==> src/design/caseless_substring_search_macros.svh <==
// Assertion macros for the caseless substring search block.
`ifndef CASELESS_SUBSTRING_SEARCH_MACROS_SVH
`define CASELESS_SUBSTRING_SEARCH_MACROS_SVH

// same-cycle implication, held off during reset
`define CSS_ASSERT_NOW(label, clk, rst, ante, cons, msg) \
   label: assert property (@(posedge clk) disable iff (rst) (ante) |-> (cons)) \
      else $error(msg);

// next-cycle implication, held off during reset
`define CSS_ASSERT_NEXT(label, clk, rst, ante, cons, msg) \
   label: assert property (@(posedge clk) disable iff (rst) (ante) |=> (cons)) \
      else $error(msg);

`endif

==> src/design/css_pkg.sv <==
// Shared types, constants and the case-folding function of the substring search.
`default_nettype none

package css_pkg;

   localparam int unsigned NEEDLE_MAX_DEFAULT = 16;
   localparam int unsigned CHAR_W             = 8;
   localparam int unsigned LEN_W              = 5;
   localparam int unsigned CSR_DATA_W         = 64;
   localparam int unsigned CSR_IDX_W          = 2;
   localparam int unsigned CHARS_PER_REG      = CSR_DATA_W / CHAR_W;
   localparam int unsigned CHARS_IN_REGS      = 2 * CHARS_PER_REG;

   localparam logic [CHAR_W-1:0] UPPER_FIRST = 8'h41;
   localparam logic [CHAR_W-1:0] UPPER_LAST  = 8'h5A;
   localparam logic [CHAR_W-1:0] CASE_OFFSET = 8'h20;

   typedef enum logic [CSR_IDX_W-1:0] {
      REG_NEEDLE_LOW    = 2'd0,
      REG_NEEDLE_HIGH   = 2'd1,
      REG_NEEDLE_LENGTH = 2'd2,
      REG_IGNORE_CASE   = 2'd3
   } csr_reg_type;

   // broadcast to every cell
   typedef struct packed {
      logic              step;
      logic              last;
      logic [CHAR_W-1:0] folded_char;
      logic              ignore_case;
      logic [LEN_W-1:0]  needle_length;
   } cell_ctrl_type;

   // needle character write into one cell
   typedef struct packed {
      logic              we;
      logic [CHAR_W-1:0] data;
   } cell_wr_type;

   function automatic logic [CHAR_W-1:0] fold(input logic [CHAR_W-1:0] c,
                                              input logic              ic);
      logic [CHAR_W-1:0] r;
      r = c;
      if (ic && (c >= UPPER_FIRST) && (c <= UPPER_LAST)) begin
         r = c + CASE_OFFSET;
      end
      return r;
   endfunction

endpackage

`default_nettype wire

==> src/design/css_channels.sv <==
// Handshake channel interfaces: haystack items, result items and register writes.
`default_nettype none

interface css_req_if;
   logic                      valid;
   logic                      ready;
   logic [css_pkg::CHAR_W-1:0] haystack_char;
   logic                      haystack_last;

   modport source (output valid, output haystack_char, output haystack_last, input ready);
   modport sink   (input valid, input haystack_char, input haystack_last, output ready);
endinterface

interface css_rsp_if;
   logic valid;
   logic ready;
   logic match_ends_here;
   logic found_so_far;
   logic result_last;

   modport source (output valid, output match_ends_here, output found_so_far,
                   output result_last, input ready);
   modport sink   (input valid, input match_ends_here, input found_so_far,
                   input result_last, output ready);
endinterface

interface css_csr_if;
   logic                          valid;
   logic                          ready;
   logic [css_pkg::CSR_IDX_W-1:0]  index;
   logic [css_pkg::CSR_DATA_W-1:0] wdata;

   modport source (output valid, output index, output wdata, input ready);
   modport sink   (input valid, input index, input wdata, output ready);
endinterface

`default_nettype wire

==> src/design/caseless_substring_search.sv <==
// Streaming substring search top level: a chain of needle cells, one per needle position.
// Result: registered, valid in the cycle after its character is accepted.
// Throughput: one character per cycle; the single output register is refilled in the
// cycle it is taken, so the chain steps whenever the result side is ready or empty.
// Reset clears the needle, length, case mode, prefix bits and found flag at once.
`default_nettype none

module caseless_substring_search #(
   parameter int unsigned NEEDLE_MAX = css_pkg::NEEDLE_MAX_DEFAULT
) (
   input wire logic clock,
   input wire logic reset,
   css_req_if.sink   req_port,
   css_rsp_if.source rsp_port,
   css_csr_if.sink   csr_port
);

   css_pkg::cell_ctrl_type            ctrl;
   css_pkg::cell_wr_type [NEEDLE_MAX-1:0] cell_wr;
   logic [NEEDLE_MAX-1:0]             chain_bits;
   logic [NEEDLE_MAX-1:0]             taps;

   logic [css_pkg::LEN_W-1:0] needle_length_ff;
   logic [css_pkg::LEN_W-1:0] needle_length_in;
   logic                      ignore_case_ff;
   logic                      ignore_case_in;
   logic                      found_ff;
   logic                      found_in;

   logic rsp_valid_ff;
   logic rsp_valid_in;
   logic match_ff;
   logic match_in;
   logic found_out_ff;
   logic found_out_in;
   logic last_ff;
   logic last_in;

   logic step;
   logic hit;
   logic found_next;
   logic csr_fire;

   assign csr_port.ready = 1'b1;
   assign csr_fire       = csr_port.valid & csr_port.ready;

   assign req_port.ready = ~rsp_valid_ff | rsp_port.ready;
   assign step           = req_port.valid & req_port.ready;

   assign ctrl.step          = step;
   assign ctrl.last          = req_port.haystack_last;
   assign ctrl.folded_char   = css_pkg::fold(req_port.haystack_char, ignore_case_ff);
   assign ctrl.ignore_case   = ignore_case_ff;
   assign ctrl.needle_length = needle_length_ff;

   genvar gi;
   generate
      for (gi = 0; gi < NEEDLE_MAX; gi++) begin : g_cell
         logic prev_bit;

         if (gi == 0) begin : g_head
            assign prev_bit = 1'b1;
         end else begin : g_link
            assign prev_bit = chain_bits[gi-1];
         end

         if (gi < css_pkg::CHARS_PER_REG) begin : g_low
            assign cell_wr[gi].we   = csr_fire &&
                                      (csr_port.index == css_pkg::REG_NEEDLE_LOW);
            assign cell_wr[gi].data = csr_port.wdata[css_pkg::CHAR_W*gi +: css_pkg::CHAR_W];
         end else if (gi < css_pkg::CHARS_IN_REGS) begin : g_high
            assign cell_wr[gi].we   = csr_fire &&
                                      (csr_port.index == css_pkg::REG_NEEDLE_HIGH);
            assign cell_wr[gi].data = csr_port.wdata[css_pkg::CHAR_W*(gi -
                                      css_pkg::CHARS_PER_REG) +: css_pkg::CHAR_W];
         end else begin : g_none
            assign cell_wr[gi].we   = 1'b0;
            assign cell_wr[gi].data = '0;
         end

         css_cell #(
            .POS(gi)
         ) u_cell (
            .clock    (clock),
            .reset    (reset),
            .ctrl     (ctrl),
            .wr       (cell_wr[gi]),
            .prev_bit (prev_bit),
            .bit_out  (chain_bits[gi]),
            .tap      (taps[gi])
         );
      end
   endgenerate

   assign hit        = (needle_length_ff == '0) | (|taps);
   assign found_next = found_ff | hit;

   always_comb begin
      needle_length_in = needle_length_ff;
      ignore_case_in   = ignore_case_ff;
      if (csr_fire) begin
         case (csr_port.index)
            css_pkg::REG_NEEDLE_LENGTH: begin
               needle_length_in = csr_port.wdata[css_pkg::LEN_W-1:0];
            end
            css_pkg::REG_IGNORE_CASE: begin
               ignore_case_in = csr_port.wdata[0];
            end
            default: begin
            end
         endcase
      end
   end

   always_comb begin
      found_in     = found_ff;
      rsp_valid_in = rsp_valid_ff;
      match_in     = match_ff;
      found_out_in = found_out_ff;
      last_in      = last_ff;
      if (rsp_port.ready) begin
         rsp_valid_in = 1'b0;
      end
      if (step) begin
         found_in     = req_port.haystack_last ? 1'b0 : found_next;
         rsp_valid_in = 1'b1;
         match_in     = hit;
         found_out_in = found_next;
         last_in      = req_port.haystack_last;
      end
   end

   always_ff @(posedge clock) begin
      if (reset) begin
         needle_length_ff <= '0;
         ignore_case_ff   <= 1'b0;
         found_ff         <= 1'b0;
         rsp_valid_ff     <= 1'b0;
      end else begin
         needle_length_ff <= needle_length_in;
         ignore_case_ff   <= ignore_case_in;
         found_ff         <= found_in;
         rsp_valid_ff     <= rsp_valid_in;
      end
   end

   always_ff @(posedge clock) begin
      match_ff     <= match_in;
      found_out_ff <= found_out_in;
      last_ff      <= last_in;
   end

   assign rsp_port.valid           = rsp_valid_ff;
   assign rsp_port.match_ends_here = match_ff;
   assign rsp_port.found_so_far    = found_out_ff;
   assign rsp_port.result_last     = last_ff;

`include "caseless_substring_search_macros.svh"

   `CSS_ASSERT_NOW(a_match_sets_found, clock, reset, rsp_valid_ff && match_ff, found_out_ff, "match without found")
   `CSS_ASSERT_NOW(a_free_output_takes_item, clock, reset, !rsp_valid_ff, req_port.ready, "input stalled with empty output register")
   `CSS_ASSERT_NEXT(a_last_clears_state, clock, reset, step && req_port.haystack_last, !found_ff && (chain_bits == '0), "state not cleared after last item")
   `CSS_ASSERT_NEXT(a_empty_needle_hits, clock, reset, step && (needle_length_ff == '0), rsp_valid_ff && match_ff, "empty needle did not match")

endmodule

`default_nettype wire

==> src/design/css_cell.sv <==
// One needle position: holds its needle character and its prefix-match bit.
`default_nettype none

module css_cell #(
   parameter int unsigned POS = 0
) (
   input  wire logic                   clock,
   input  wire logic                   reset,
   input  wire css_pkg::cell_ctrl_type ctrl,
   input  wire css_pkg::cell_wr_type   wr,
   input  wire logic                   prev_bit,
   output logic                        bit_out,
   output logic                        tap
);

   logic [css_pkg::CHAR_W-1:0] needle_char_ff;
   logic [css_pkg::CHAR_W-1:0] needle_char_in;
   logic                       prefix_ff;
   logic                       prefix_in;
   logic                       char_eq;
   logic                       next_bit;

   assign char_eq  = (css_pkg::fold(needle_char_ff, ctrl.ignore_case) == ctrl.folded_char);
   assign next_bit = prev_bit & char_eq;
   assign tap      = next_bit & (32'(ctrl.needle_length) == 32'(POS + 1));
   assign bit_out  = prefix_ff;

   always_comb begin
      needle_char_in = needle_char_ff;
      if (wr.we) begin
         needle_char_in = wr.data;
      end
   end

   always_comb begin
      prefix_in = prefix_ff;
      if (ctrl.step) begin
         prefix_in = ctrl.last ? 1'b0 : next_bit;
      end
   end

   always_ff @(posedge clock) begin
      if (reset) begin
         needle_char_ff <= '0;
         prefix_ff      <= 1'b0;
      end else begin
         needle_char_ff <= needle_char_in;
         prefix_ff      <= prefix_in;
      end
   end

endmodule

`default_nettype wire
==> src/flat_wrapper.sv <==
// flat-port wrapper written by rule: the top's interface ports become plain ports
module caseless_substring_search_flat 
#(
   parameter int unsigned NEEDLE_MAX = css_pkg::NEEDLE_MAX_DEFAULT
)
  (clock, reset, req_port_valid, req_port_haystack_char, req_port_haystack_last, req_port_ready, rsp_port_valid, rsp_port_match_ends_here, rsp_port_found_so_far, rsp_port_result_last, rsp_port_ready, csr_port_valid, csr_port_index, csr_port_wdata, csr_port_ready);
  css_req_if req_port_i ();
  css_rsp_if rsp_port_i ();
  css_csr_if csr_port_i ();
  input wire logic clock;
  input wire logic reset;
  input wire logic [$bits(req_port_i.valid)-1:0] req_port_valid;
  input wire logic [$bits(req_port_i.haystack_char)-1:0] req_port_haystack_char;
  input wire logic [$bits(req_port_i.haystack_last)-1:0] req_port_haystack_last;
  output wire logic [$bits(req_port_i.ready)-1:0] req_port_ready;
  output wire logic [$bits(rsp_port_i.valid)-1:0] rsp_port_valid;
  output wire logic [$bits(rsp_port_i.match_ends_here)-1:0] rsp_port_match_ends_here;
  output wire logic [$bits(rsp_port_i.found_so_far)-1:0] rsp_port_found_so_far;
  output wire logic [$bits(rsp_port_i.result_last)-1:0] rsp_port_result_last;
  input wire logic [$bits(rsp_port_i.ready)-1:0] rsp_port_ready;
  input wire logic [$bits(csr_port_i.valid)-1:0] csr_port_valid;
  input wire logic [$bits(csr_port_i.index)-1:0] csr_port_index;
  input wire logic [$bits(csr_port_i.wdata)-1:0] csr_port_wdata;
  output wire logic [$bits(csr_port_i.ready)-1:0] csr_port_ready;
  assign req_port_i.valid = req_port_valid;
  assign req_port_i.haystack_char = req_port_haystack_char;
  assign req_port_i.haystack_last = req_port_haystack_last;
  assign req_port_ready = req_port_i.ready;
  assign rsp_port_valid = rsp_port_i.valid;
  assign rsp_port_match_ends_here = rsp_port_i.match_ends_here;
  assign rsp_port_found_so_far = rsp_port_i.found_so_far;
  assign rsp_port_result_last = rsp_port_i.result_last;
  assign rsp_port_i.ready = rsp_port_ready;
  assign csr_port_i.valid = csr_port_valid;
  assign csr_port_i.index = csr_port_index;
  assign csr_port_i.wdata = csr_port_wdata;
  assign csr_port_ready = csr_port_i.ready;
  caseless_substring_search #(.NEEDLE_MAX(NEEDLE_MAX)) u_core (.clock(clock), .reset(reset), .req_port(req_port_i), .rsp_port(rsp_port_i), .csr_port(csr_port_i));
endmodule
==> config.mk <==
export PLATFORM = sky130hd
export DESIGN_NAME = caseless_substring_search_flat
export DESIGN_NICKNAME = d
export VERILOG_FILES = /design/src/design/css_pkg.sv /design/src/design/css_channels.sv /design/src/design/caseless_substring_search.sv /design/src/design/css_cell.sv /design/src/flat_wrapper.sv
export VERILOG_INCLUDE_DIRS = /design/src /design/src/design
export SDC_FILE = /design/constraint.sdc
export NUM_CORES = 1
export LEC_CHECK = 0
export ABC_AREA = 0
export BUFFER_PORTS_ARGS = -buffer_cell sky130_fd_sc_hd__buf_2
export CORE_ASPECT_RATIO = 1.5
export CORE_MARGIN = 2
export CORE_UTILIZATION = 38
export CTS_BUF_LIST = sky130_fd_sc_hd__clkbuf_8
export CTS_CLUSTER_DIAMETER = 200
export DETAILED_ROUTE_END_ITERATION = 12
export PLACE_DENSITY_LB_ADDON = 0.1
export SKIP_CTS_REPAIR_TIMING = 1
export SYNTH_ARGS = -nofsm -noshare
export SYNTH_HDL_FRONTEND = slang
export SYNTH_SLANG_ARGS = --single-unit
==> constraint.sdc <==
create_clock -name clock -period 6.8 [get_ports clock]
set_input_delay 1.36 -clock clock [delete_from_list [all_inputs] [get_ports clock]]
set_output_delay 1.36 -clock clock [all_outputs]
set_load 0.01 [all_outputs]
## After elaboration in Yosys (flattened, before gate mapping)

Cells that the tools add are included.

| cells by class | value |
|---|---|
| add/subtract/negate cells | 17 |
| eq/ne operators | 35 |
| bitwise logic cells | 36 |
| order comparisons | 34 |
| reductions and logical operators | 42 |
| muxes and demuxes | 35 |

Operators with widths:

| kind | count |
|---|---|
| $add 8x6->8 const B | 17 |
| $ge 8x7->1 const B | 17 |
| $le 8x7->1 const B | 17 |
| $mux 8 | 17 |
| $eq 8x8->1 | 16 |
| $eq 5x4->1 const B | 8 |
| $logic_and 1x1->1 | 36 |
| $and 1x1->1 | 32 |
| $eq 5x3->1 const B | 4 |
| $mux 1 | 18 |
| $reduce_or 16->1 | 1 |
| $eq 5x2->1 const B | 2 |
| $eq 5x1->1 const B | 1 |
| $eq 5x5->1 const B | 1 |
| $logic_not 5->1 | 1 |
| $eq 2x2->1 const B | 2 |
| $reduce_and 2->1 | 2 |
| $or 1x1->1 | 3 |
| $eq 2x1->1 const B | 1 |
| $logic_not 2->1 | 1 |
| $reduce_bool 2->1 | 1 |
| $not 1->1 | 1 |

| storage, ports and cells | value |
|---|---|
| input port bits | 80 |
| word-level logic and storage cells | 237 |
| output and inout port bits | 6 |
| flip-flop bits (word level) | 154 |

## Longest topological paths before layout

| depth | value |
|---|---|
| depth in word-level cells | 11 |
| gate-level depth with buffers | 13 |

## Hierarchy

A second synthesis with hierarchy kept.

| second synthesis, totals | value |
|---|---|
| cells, all modules | 990 |
| area, all modules | 9026.2 um^2 |

Modules (own cells, without submodules):

| module | times used | cells an instance | area each (um^2) |
|---|---|---|---|
| css_cell (u_core.g_cell[4].u_cell ...) | 4 | 57 | 535.5 |
| css_cell (u_core.g_cell[0].u_cell ...) | 2 | 58 | 535.5 |
| css_cell (u_core.g_cell[10].u_cell ...) | 2 | 61 | 534.3 |
| css_cell (u_core.g_cell[3].u_cell ...) | 2 | 57 | 526.8 |
| css_cell (u_core.g_cell[12].u_cell ...) | 2 | 61 | 525.5 |
| caseless_substring_search | 1 | 55 | 546.8 |
| css_cell (u_core.g_cell[14].u_cell) | 1 | 61 | 531.8 |
| css_cell (u_core.g_cell[11].u_cell) | 1 | 58 | 525.5 |
| css_cell (u_core.g_cell[2].u_cell) | 1 | 57 | 519.2 |
| css_cell (u_core.g_cell[15].u_cell) | 1 | 57 | 516.7 |

## Worst setup path after synthesis

Ideal clock, no wire load.

| path | value |
|---|---|
| kind | input to register |
| from | input port req_port_haystack_char[2] |
| to | register u_core.found_out_ff, in the netlist u_core.rsp_port.found_so_far (data pin) |
| path buffers | 3 |
| arrival time | 3.916 ns |
| slack | 2.625 ns |
| stages on the path | 12 |
| setup time | 0.259 ns |
| data required time | 6.541 ns |
| path through | buf_4 > or4_4 > o22a_1 > a41o_1 > buf_4 > buf_4 > xnor2_1 > a32oi_1 > o2111ai_1 > a2111oi_2 > o211ai_2 > or2_1 |

| between the ends | value |
|---|---|
| longest elaborated chain between the ends | 10 |

RTL lines:

| item | line | text |
|---|---|---|
| start: declaration | flat_wrapper.sv:13 | `input wire logic [$bits(req_port_i.haystack_char)-1:0] req_port_haystack_char;` |
| $ge 8x7->1 | css_pkg.sv:44 | `if (ic && (c >= UPPER_FIRST) && (c <= UPPER_LAST)) begin` |
| $logic_and 1x1->1 (2 in series) | css_pkg.sv:44 |  |
| $mux 8 * | css_pkg.sv:44 |  |
| $eq 8x8->1 | css_cell.sv:23 | `assign char_eq = (css_pkg::fold(needle_char_ff, ctrl.ignore_case) == ctrl.folded_char);` |
| $and 1x1->1 | css_cell.sv:24 | `assign next_bit = prev_bit & char_eq;` |
| $and 1x1->1 | css_cell.sv:25 | `assign tap = next_bit & (32'(ctrl.needle_length) == 32'(POS + 1));` |
| $reduce_or 16->1 * | caseless_substring_search.sv:95 | `assign hit = (needle_length_ff == '0) \| (\|taps);` |
| $or 1x1->1 * | caseless_substring_search.sv:95 |  |
| named net u_core.hit | caseless_substring_search.sv:40 | `logic hit;` |
| $or 1x1->1 * | caseless_substring_search.sv:96 | `assign found_next = found_ff \| hit;` |
| named net u_core.found_next | caseless_substring_search.sv:41 | `logic found_next;` |
| end signal: assignment | caseless_substring_search.sv:149 | `found_out_ff <= found_out_in;` |
| end: declaration | caseless_substring_search.sv:34 | `logic found_out_ff;` |

The timed path passes the listed nets; every way through them passes the cells marked *.
A chain may end at the register's enable or synchronous reset.

## Worst setup path in the final report

| path | value |
|---|---|
| from | input port req_port_haystack_char[4] |
| to | register u_core.found_out_ff, in the netlist u_core.rsp_port.found_so_far (data pin) |

Same word-level chain as after synthesis.

==> results by group <==
Final layout
  • Fin cells: 1441
  • Fin util: 43.24%
  • Fin nets: 1253
  • Commonest non-fill, non-tap cell in the layout: nand2_1
  • Area Overhead vs Synth: 11.25%
  • Post-route design area: 9392 sq um
  • Footprint of the multi-input gates: 4941 sq um
  • Antenna Cells: 0
  • Area occupied by registers: 3113 sq um
  • Commonest non-fill, non-tap cells in the layout: nand2_1 (302), a21oi_1 (158), dfxtp_1 (151)
  • Layout cells sized above 1: 11.63%
  • FILL cells: 2307

STA
  • Fin. Hold Viols: 0
  • Worst hold slack: 0.4612 ns
  • TNS Setup: 0 ns
  • Fin crit period: 4.423 ns
  • Unrepaired setup endpoints after global routing: false
  • Max-slew violation count: 0
  • Achievable Freq: 226.1 MHz
  • Fin crit share: 65.05%
  • Final setup viols: 0
  • Slew at the pin closest to its max-slew limit: 1.139 ns
  • Max transition margin: 24.07%
  • Clk_skew: 0.01199 ns

Critical path
  • Required time of the critical path: 7.03 ns
  • Critical Path End Type: register
  • Crit Path Class: in -> reg
  • Crit Path Max Fanout: 18
  • Crit start category: input pin
  • CP Data Arrival Time: 4.65 ns

Clock tree
  • CTS tree: yes
  • CTS Root Cell: clkbuf_8
  • Clock buffer depth: 2
  • CTS H-tree lvls: 4
  • Number of CTS-inserted buffers: 17
  • Worst-Skew Late Latency: 0.47 ns
  • Clock edge transition at the registers on the reported setup and hold paths: 0.09 ns
  • Sink Count: 154

Logic synthesis
  • Synth unique cells: 59
  • Most used DFF post-synth: dfxtp_1
  • Syn Nets: 1211
  • Post-synthesis sequential area ratio: 36.88%
  • Mapped cell area: 8442 sq um
  • Synth Warn #: 0
  • Cells after Synth: 1114
  • Seq cells post-synth: 154
  • Synth async-reset ratio: 0%
  • Post-synth EDFFs: 3
  • Avg Inst Size Synth: 7.578 sq um

Global route
  • Largest net degree at the start of global routing: 105
  • Grt ovf: 0
  • Gr usage total: 21.22%
  • Vias in the first global route: 7393
  • Initial antenna violation count: 0
  • First-pass GRT wire length: 39940 um

Pwr
  • P_leak: 3.577 nW
  • Max rail drop VDD: 0.1196 mV
  • Power density cells: 207.7 nW/um^2

Place
  • Post-Place Cell Area: 8971 sq um
  • Placed cell count: 1409
  • Dpl hpwl: 16480 um
  • I/O Buffers: 84
  • GP Congestion: 0.8301

Die
  • Initial Util: 38.87%
  • I/O pin count: 86
  • Die H: 186.5 um
  • Die Wd: 125.7 um
  • Std-Cell Rows: 66
  • Core area: 21720 sq um
  • Die area: 23450 sq um

Route
  • Via density: 5.353
  • Initial DRC count: 445
  • ANT nets after route: 0
  • Drt first pass iters: 4
  • Via count: 7713
  • WL final: 24660 um
  • Wire per inst: 17.11 um
  • DRC errors left: 0

Flow run
  • Max-cap viol count: 0

Worst hold path
  • HP Class: reg -> reg

Run status
  • Outcome: finished, final reports clean
## critical path, cell delays in order
cell and delay [ns]:
buf_2 0.30, or4_4 0.61, o22a_1 0.24, a41o_1 0.58, xor2_1 0.32, nor4_1 0.10
a22oi_1 0.23, o2111ai_1 0.16, a2111oi_2 0.33, o211ai_2 0.16, or2_1 0.23
## metal layers
| metal | wire length, um | up-vias | part of all wire (%) | GRT usage, % |
|---|---|---|---|---|
| met5 | 0 | - | 0 | 0 |
| li1 | - | 3899 | - | - |
| met4 | 387 | 0 | 1.6 | 6.795 |
| met1 | 10760 | 3644 | 44 | 25.86 |
| met3 | 878 | 26 | 3.6 | 3.440 |
| met2 | 12640 | 144 | 51 | 37.84 |
## registers in the layout (all words and copies together) (netlist names)
signal	cells
u_core.g_cell.u_cell.needle_char_ff	128
u_core.rsp_port.found_so_far	1
u_core.g_cell.u_cell.bit_out	15
u_core.rsp_port.match_ends_here	1
u_core.rsp_port.valid	1
u_core.found_ff	1
u_core.rsp_port.result_last	1
u_core.ignore_case_ff	1
u_core.needle_length_ff	5
## through the flow
step	setup WS (ns)	power [mW]
CTS	2.445	1.972
global placement	1.986	1.221
finish	2.377	1.951
detailed placement	1.921	1.224
floorplan	2.625	1.142
global route	2.291	2.044
## logic make-up (layout without fill, tap and decap cells)
logic type                 count (synthesis)  in the layout  share of synthesized area [%]
xor gates and xnor gates                 127            127                          13.18
DFF                                      154            154                          36.88
AOI/OAI and AO/OA                        239            239                          17.07
muxes                                      6              6                         0.7115
adders and majority gates                 17             17                          2.520
other                                      1              1                        0.04442
buffers and inverters                     96            151                          4.772
and+or+nand+nor                          474            474                          24.83
## cells in the mapped netlist (all sizes together), types with 4 or more instances
cell type	n	area [sq um]
nand2	302	1134
a21oi	160	815.8
dfxtp	151	3023
xor2	87	762.0
clkbuf	53	198.9
nor2	46	172.7
xnor2	40	350.3
inv	28	105.1
nand3	24	120.1
nor4	23	143.9
nor3	20	100.1
or4	20	153.9
ha	17	212.7
o21ai	15	75.07
buf	14	95.08
o41ai	13	132.6
a31oi	10	62.56
or3	10	62.56
o31ai	8	60.06
and3	6	37.54
mux2i	6	60.06
a21o	5	37.54
nand4	5	31.28
nor3b	5	37.54
a41oi	4	35.03
nand3b	4	30.03
## final cells by class
type,instances,area share [%]
Clock buffer,20,2.931
Clock inverter,12,1.545
Inverter,29,1.159
Tap cell,272,3.624
Multi-Input combinational cell,864,52.61
Sequential cell,154,33.15
Timing Repair Buffer,90,4.983
## report_power, final
group / total (mW) / switching, mW / internal, mW
registers: 0.970 / 0.0367 / 0.933
clock network: 0.750 / 0.360 / 0.390
logic: 0.231 / 0.140 / 0.0912
total: 1.95 / 0.537 / 1.41
## final timing paths
| kind | end | from | slack [ns] | depth (start not counted) |
|---|---|---|---|---|
| setup / recovery | u_core.rsp_port.found_so_far | req_port_haystack_char[4] | 2.38 | 11 |
| setup reg to reg | u_core.rsp_port.found_so_far | u_core.ignore_case_ff | 3.34 | 9 |
| hold / removal | u_core.g_cell[9].u_cell.bit_out | u_core.g_cell[9].u_cell.bit_out | 0.46 | 2 |
| hold reg to reg | u_core.g_cell[9].u_cell.bit_out | u_core.g_cell[9].u_cell.bit_out | 0.46 | 2 |
Note: power is estimated with default switching activity, not from simulation.
